[config.mk]
export PLATFORM = sky130hd
export DESIGN_NAME = tkr_cell
export DESIGN_NICKNAME = d
export VERILOG_FILES = /design/src/sv/tkr_pkg.sv /design/src/sv/tkr_cell.sv
export SDC_FILE = /design/constraint.sdc
export NUM_CORES = 1
export LEC_CHECK = 0
export ABC_AREA = 1
export BUFFER_PORTS_ARGS = -buffer_cell sky130_fd_sc_hd__buf_2
export CORE_AREA = 2 2 215 217
export DETAILED_ROUTE_END_ITERATION = 10
export DIE_AREA = 0 0 217 219
export GPL_TIMING_DRIVEN = 0
export PLACE_DENSITY_LB_ADDON = 0.1
export SETUP_SLACK_MARGIN = 0.5
export SKIP_CTS_REPAIR_TIMING = 1
export SLEW_MARGIN = 20
export SYNTH_ARGS = -nofsm -noshare
export SYNTH_HDL_FRONTEND = slang
export SYNTH_SLANG_ARGS = --single-unit
[constraint.sdc]
create_clock -name i_clk -period 9.34 [get_ports i_clk]
set_input_delay 0.934 -clock i_clk [delete_from_list [all_inputs] [get_ports i_clk]]
set_output_delay 0.934 -clock i_clk [all_outputs]
set_load 0.1 [all_outputs]
[src/sv/tkr_pkg.sv]
// Shared types and codes for the top-k ranking list and its cells.
`default_nettype none

package tkr_pkg;

    // Ordering codes held in the rank_mode register.
    localparam logic [1:0] MODE_FAST_TIME = 2'd0;
    localparam logic [1:0] MODE_SLOW_TIME = 2'd1;
    localparam logic [1:0] MODE_TOTAL     = 2'd2;
    localparam logic [1:0] MODE_DISTINCT  = 2'd3;

    // Request codes.
    localparam logic REQ_OFFER = 1'b0;
    localparam logic REQ_READ  = 1'b1;

    // Register indexes on the configuration port.
    localparam logic REG_RANK_MODE   = 1'b0;
    localparam logic REG_MAX_ENTRIES = 1'b1;

    // One ranked record.
    typedef struct packed {
        logic [63:0] num;
        logic [31:0] tim;
        logic [5:0]  tot;
        logic [3:0]  dis;
    } t_rec;

    // Control broadcast from the sequencer to every cell.
    typedef struct packed {
        logic scan_start;
        logic step;
        logic commit;
        logic keep;
        logic grow;
        logic rd_load;
        logic rd_shift;
    } t_cell_ctl;

endpackage

`default_nettype wire

[src/sv/tkr_cell.sv]
// One cell of the ranking row: a stored record, its scan token and its read stage.
`default_nettype none

module tkr_cell #(
    parameter int CW  = 5,
    parameter int IDX = 0
) (
    input  wire logic              i_clk,
    input  wire logic              i_rst_n,
    input  wire tkr_pkg::t_cell_ctl i_ctl,
    input  wire logic [1:0]        i_mode,
    input  wire logic [CW-1:0]     i_held,
    input  wire tkr_pkg::t_rec     i_new,
    input  wire logic              i_tok_in,
    input  wire logic              i_prev_mv,
    input  wire tkr_pkg::t_rec     i_prev_rec,
    input  wire tkr_pkg::t_rec     i_bus_in,
    output logic                   o_tok_pass,
    output logic                   o_hit,
    output logic                   o_mv,
    output tkr_pkg::t_rec          o_rec,
    output tkr_pkg::t_rec          o_bus
);
    import tkr_pkg::*;

    logic r_tok;
    logic r_mv;
    t_rec r_slot;
    t_rec r_bus;
    logic w_beat;
    logic w_is_p;
    logic w_take_new;
    logic w_shift;

    // The offered record strictly outranks the stored one.
    always_comb begin
        case (i_mode)
            MODE_FAST_TIME: w_beat = i_new.tim < r_slot.tim;
            MODE_SLOW_TIME: w_beat = i_new.tim > r_slot.tim;
            MODE_TOTAL: w_beat = (i_new.tot > r_slot.tot) ||
                                 ((i_new.tot == r_slot.tot) && (i_new.dis > r_slot.dis));
            MODE_DISTINCT: w_beat = (i_new.dis > r_slot.dis) ||
                                    ((i_new.dis == r_slot.dis) && (i_new.tot > r_slot.tot));
            default: w_beat = 1'b0;
        endcase
    end

    // The insertion point is the highest-ranked cell marked to move, or the first
    // empty cell when nothing moves.
    assign w_is_p     = (r_mv || (i_held == CW'(IDX))) && !i_prev_mv;
    assign w_take_new = i_ctl.keep && w_is_p;
    assign w_shift    = i_prev_mv && ((CW'(IDX) < i_held) || i_ctl.grow);

    always_ff @(posedge i_clk) begin
        if (!i_rst_n) begin
            r_tok <= 1'b0;
            r_mv  <= 1'b0;
        end else if (i_ctl.scan_start) begin
            r_tok <= (i_held == CW'(IDX + 1));
            r_mv  <= 1'b0;
        end else if (i_ctl.step) begin
            r_tok <= i_tok_in;
            r_mv  <= r_mv | (r_tok & w_beat);
        end
    end

    always_ff @(posedge i_clk) begin
        if (i_ctl.commit) begin
            if (w_take_new) begin
                r_slot <= i_new;
            end else if (w_shift) begin
                r_slot <= i_prev_rec;
            end
        end
        if (i_ctl.rd_load) begin
            r_bus <= r_slot;
        end else if (i_ctl.rd_shift) begin
            r_bus <= i_bus_in;
        end
    end

    assign o_tok_pass = r_tok & w_beat;
    assign o_hit      = r_tok & ~w_beat;
    assign o_mv       = r_mv;
    assign o_rec      = r_slot;
    assign o_bus      = r_bus;

endmodule

`default_nettype wire

==> out/metrics.yaml, run 1 <==
status: "completed"
crit_required_ns: 8.41
h-tree-depth: 1
clockRootBuffer: "clkbuf_16"
arrival_ns: 2.95
grt_setup_unrepaired: "no"
met3_length_mm: 2.69
slew_headroom_pct: 38.1
drt_pre_antenna_iters: 4
grt_pass1_wl_mm: 55.8
num_vias: 8433
fin_skew_ns: 0.0129
tritoncts: "built"
synth_top_area_cell: "edfxtp_1"
clockBufferDepth: 3
drive_above_1_share_pct: 48.8
routedWlPerCell_microns: 19.5
route.detailed.drc: 0
grt_overflow: 0
wirelength_mm: 40.1
holdWs_ns: 0.476
core_sq_mm: 0.0451
max_cap_violations: 0
slowest_stage: "buf_2"
ys_types: 25
hpwl_mm: 31.9
synth_area_sq_mm: 0.0106
ys_ff_latch: 214
p_clk_share_pct: 34.4
start_util_pct: 23.5
power.net_switching_w: 0.00105
grt_pass1_vias: 8480
port_buffers: 549
nNetsFinal: 1815
syn-num-nets: 1228
drt-met1-wl_mm: 16.2
grt_max_degree: 46
yosysWarnings: 0
fin_crit_sh_pct: 41.6
ir_drop_uv: 109
p_per_area_mw_per_mm2: 193
cp_slowest_stage_delay_ns: 0.44
synth.area.top_cells: "edfxtp_1 60%, mux2_4 13%, nand2_1 10%"
syn_to_final_growth_pct: 42.8
cts_buffers: 27
maxSlewViolCount: 0
preCtsSetupSlack_ns: 5.46
crit_path_max_fanout: 2
dieArea_sq_mm: 0.0475
mostFrequentLayoutCells: "550 x buf_2, 289 x nand2_1, 212 x edfxtp_1, 93 x mux2_4, 58 x inv_1"
netlist_instances: 850
max_freq_ghz: 0.257
internal_power_w: 0.00187
die_x_microns: 217
cp-end-kind: "primary output"
gp_congestion: 0.819
tightestPinTransition_ns: 0.929
met2_length_mm: 20.4
synth_area_per_cell_sq_um: 12.5
hold_viol: 0
synth_top_area_share_pct: 60.1
clkTransAtPathRegs_ns: 0.06
routed.top_layer: "met5"
critPathLaunchType: "input port"
p_sw_share_pct: 35.9
synthArstFlopShare_pct: 0
final_common_cell: "buf_2"
viasPerCell: 4.10
synth_edf_count: 212
fin_ws_ns: 5.46
clk_latency_ns: 0.55
drtIter0Drc: 368
ant_nets: 0
power_frac_seq_pct: 39.5
grt_use_total_pct: 15.9
crit_type: "in -> out"
hp-class: "reg -> reg"
power_frac_comb_pct: 26.1
synth_ff_type: "edfxtp_1"
period_needed_ns: 3.88
antenna_found_initial: 2
cp_cell_sequence: "buf_2, ha_1, nand2_1, nor2_1, nand4_1, nor2_1, a21boi_0, nand2_1, nand3_1, nor2_1, buf_2"
rows: 78
fp.dieH_microns: 219
cp_common_cell: "nor2_1"
yosysSeqAreaShare_pct: 60.5
setup-violations-final: 0
clock_sinks: 214
leakagePower_nw: 7.45
io_pins: 551
-- synth_stat cells, types with 4 or more instances --
library cell,number
edfxtp_1,212
nand4_1,4
inv_1,58
a21oi_1,21
buf_12,9
mux2_4,93
nand3_1,7
o21ai_0,49
nor2_1,18
ha_1,42
mux2_2,10
nand2_1,289
clkbuf_1,21
-- power groups by stage --
stage,Combinational (W),Clock (W),Sequential (W)
after floorplan,0.000125,0,0.00162
after global placement,0.000758,0,0.00118
after detailed placement,0.000770,0,0.00117
after CTS,0.000772,0.00104,0.00115
after global routing,0.000799,0.00107,0.00116
final,0.000763,0.00100,0.00115
-- routing by layer --
metal	GRT usage, %	up-vias
li1	-	4121
met1	19.2	3989
met2	28.3	273
met3	4.05	48
met4	3.86	2
met5	0	-
-- layout make-up --
type	instances	area, sq um
well taps	600	751
multi-input cells	542	3680
repair buffers	558	2950
diodes	1	2.50
clock inverters	19	130
clock buffers	30	687
flip-flops and latches	214	6410
fillers	4753	30000
inverters	59	221
plain buffers	35	294
-- worst max-delay path, delay by kind of cell --
| kind | cells | cell delay, ns |
|---|---|---|
| adders and majority gates | 1 | 0.29 |
| AOI/OAI and AO/OA | 1 | 0.15 |
| and+or+nand+nor | 7 | 1.01 |
| buffers and inverters | 2 | 0.55 |
-- stage by stage --
step	TNS [ns]	utilization [%]	power (W)	cell area, sq um	cells
finish	0	33.5	0.00292	15100	2058
global route	0	33.5	0.00303	15100	2058
CTS	0	33.5	0.00297	15100	2057
detailed placement	0	31.7	0.00194	14300	2008
global placement	-213.28	31.2	0.00194	14100	1999
floorplan	0	-	0.00174	10600	850
-- worst paths after layout --
| kind | start | to | slack [ns] | cells after the start |
|---|---|---|---|---|
| worst max-delay path | i_new[33] | o_hit | 5.46 | 11 |
| worst min-delay path | r_tok | o_mv | 0.48 | 2 |
| worst max register to register | o_mv | o_rec[73] | 6.71 | 10 |
| worst min register to register | r_tok | o_mv | 0.48 | 2 |
-- cell families after synthesis --
logic type                 count (synthesis)  synth area share (%)
AOI/OAI and AO/OA                         77                  3.79
adders and majority gates                 42                  4.96
buffers and inverters                     94                  4.87
DFF                                      214                  60.5
muxes                                    103                  14.3
and+or+nand+nor                          320                  11.6
-- sequential cells by signal, indices dropped and copies added (netlist names) --
signal  cells
o_bus     106
o_rec     106
o_mv        1
r_tok       1
Note: power is estimated with default switching activity, not from simulation.
==> run 2, diff against run 1 <==
Clock period 9.34 ns to 4.02 ns, I/O delays scaled along.
==> run 2 against run 1 <==
Register-to-register slack lost 5.1 ns. Clock power is 140% higher. Routed wire length grew 0.72%. Final area rose by 0.58%. Utilization rose by 0.19 points. Critical path depth did not move. Worst setup slack worse by 4.7 ns. Global-route usage is 0.17 points higher. Critical path type is now reg -> out. Largest cell class unchanged. Highest routed layer is now met4.
==> out/metrics.yaml, run 2 (same netlist as run 1, synthesis figures left out) <==
status: "completed"
grt_pass1_vias: 8676  # +2.3%
viasPerCell: 4.12  # +0.63%
route.detailed.drc: 0  # unchanged
clock_sinks: 214  # unchanged
multi_input_area_sq_mm: 0.00369  # +0.24%
nNetsFinal: 1816  # +0.055%
clockBufferDepth: 3  # unchanged
ir_drop_uv: 252  # +130%
slowest_stage: "buf_2"
grt_pass1_wl_mm: 56.4  # +1.0%
grt_setup_unrepaired: "no"
grt_use_total_pct: 16.1  # +0.17 points
port_buffers: 549  # unchanged
min_path_cells: 3  # +1
mostFrequentLayoutCells: "550 x buf_2, 289 x nand2_1, 212 x edfxtp_1, 93 x mux2_4, 58 x inv_1"
maxSlewViolCount: 0  # unchanged
preCtsSetupSlack_ns: 1.11  # -4.35 ns
final_core_util_pct: 33.7  # +0.19 points
critPathLaunchType: "register"
max_freq_ghz: 0.308
fp.dieH_microns: 219  # unchanged
power.net_switching_w: 0.00241  # +130%
reg2reg_depth: 9  # -1
arrival_ns: 2.85  # -0.10 ns
power_frac_comb_pct: 26.0  # about the same
p_clk_share_pct: 34.9  # +0.5 points
routedWlPerCell_microns: 19.6  # +0.43%
fin_skew_ns: 0.0117  # -0.00118 ns
io_pins: 551  # unchanged
wirelength_mm: 40.4  # +0.72%
h-tree-depth: 1  # unchanged
tightestPinTransition_ns: 0.906  # -0.0230 ns
syn_to_final_growth_pct: 43.7
setup-violations-final: 0  # unchanged
drive_above_1_share_pct: 49.1  # +0.27 points
period_needed_ns: 3.25
fillCellCount: 4705  # -1.0%
antenna_found_initial: 8  # +6
cp_cell_sequence: "inv_1, ha_1, nand2_1, nor2_1, nand4_1, nor2_1, a21boi_0, nand2_1, nand3_1, nor2_2, buf_2"
clockRootBuffer: "clkbuf_16"
max_cap_violations: 0  # unchanged
clkTransAtPathRegs_ns: 0.06  # about the same
start_util_pct: 23.5  # unchanged
hp-class: "in -> reg"
gp_congestion: 0.830  # +1.3%
rows: 78  # unchanged
cp-end-kind: "primary output"
register_area_sq_mm: 0.00641  # about the same
cp_slowest_stage_delay_ns: 0.44  # about the same
stdcell_area_sq_mm: 0.0152  # +0.58%
leakagePower_nw: 7.47  # +0.31%
slew_headroom_pct: 39.6  # +1.5 points
grt_overflow: 0  # unchanged
crit_type: "reg -> out"
power_frac_seq_pct: 39.1  # -0.4 points
final_common_cell: "buf_2"
crit_path_max_fanout: 2  # unchanged
num_vias: 8511  # +0.92%
p_sw_share_pct: 35.2  # -0.63 points
core_sq_mm: 0.0451  # unchanged
fin_crit_sh_pct: 80.9
die_x_microns: 217  # unchanged
internal_power_w: 0.00444  # +140%
place_area_sq_mm: 0.0143  # +0.33%
drt_pre_antenna_iters: 4  # unchanged
p_per_area_mw_per_mm2: 450  # +130%
grt_max_degree: 37  # -20%
hpwl_mm: 32.4  # +1.6%
clk_latency_ns: 0.55  # about the same
drtIter0Drc: 387  # +5.2%
dieArea_sq_mm: 0.0475  # unchanged
fin_ws_ns: 0.770  # -4.69 ns
tritoncts: "built"
ant_nets: 0  # unchanged
crit_required_ns: 3.62  # -4.79 ns
hold_viol: 0  # unchanged
cts_buffers: 27  # unchanged
run 2: power groups by stage:
stage                     Clock [W]  Sequential (W)  Combinational [W]
final                       0.00239         0.00268            0.00178
after global routing        0.00256         0.00269            0.00187
after CTS                   0.00248         0.00268            0.00180
after detailed placement          0         0.00272            0.00180
after global placement            0         0.00273            0.00176
after floorplan                   0         0.00375           0.000293
run 2: area by class of cell:
cell class,count,area share (%)
inverters,59,1.46
flip-flops and latches,214,42.1
clock inverters,11,0.847
well taps,600,4.94
plain buffers,35,1.93
clock buffers,37,4.69
multi-input cells,542,24.2
repair buffers,559,19.6
diodes,7,0.115
run 2: per-layer routing:
metal / global-route usage, % / vias up / wire, microns / part of all wire [%]
met2: 28.3 / 309 / 20500 / 51
met4: 4.91 / 0 / 867 / 2.1
met5: 0 / - / 0 / 0
met3: 3.34 / 49 / 2680 / 6.6
met1: 19.7 / 4018 / 16400 / 41
li1: - / 4135 / - / -
run 2: worst paths after layout:
check / startpoint / to / slack (ns)
worst max-delay path: o_rec[33] / o_hit / 0.77
worst min register to register: r_tok / o_mv / 0.47
worst max register to register: o_mv / o_rec[75] / 1.64
worst min-delay path: i_tok_in / r_tok / 0.10
run 2: worst max-delay path, delay by kind of cell (launching register included):
kind,cells,cell delay (ns)
simple gates,7,1.01
buf+inv,2,0.50
flops,1,0.34
fa+ha+maj,1,0.29
compound gates,1,0.15
run 2: metrics by stage:
stage	power [W]	instances	hold slack (ns)	TNS, ns
after floorplan	0.00404	850	0.447	0
after global placement	0.00450	1999	0.465	-162.47
after detailed placement	0.00452	2009	0.462	0
after CTS	0.00696	2057	0.0690	0
after global routing	0.00712	2064	0.0964	0
final	0.00685	2064	0.100	0
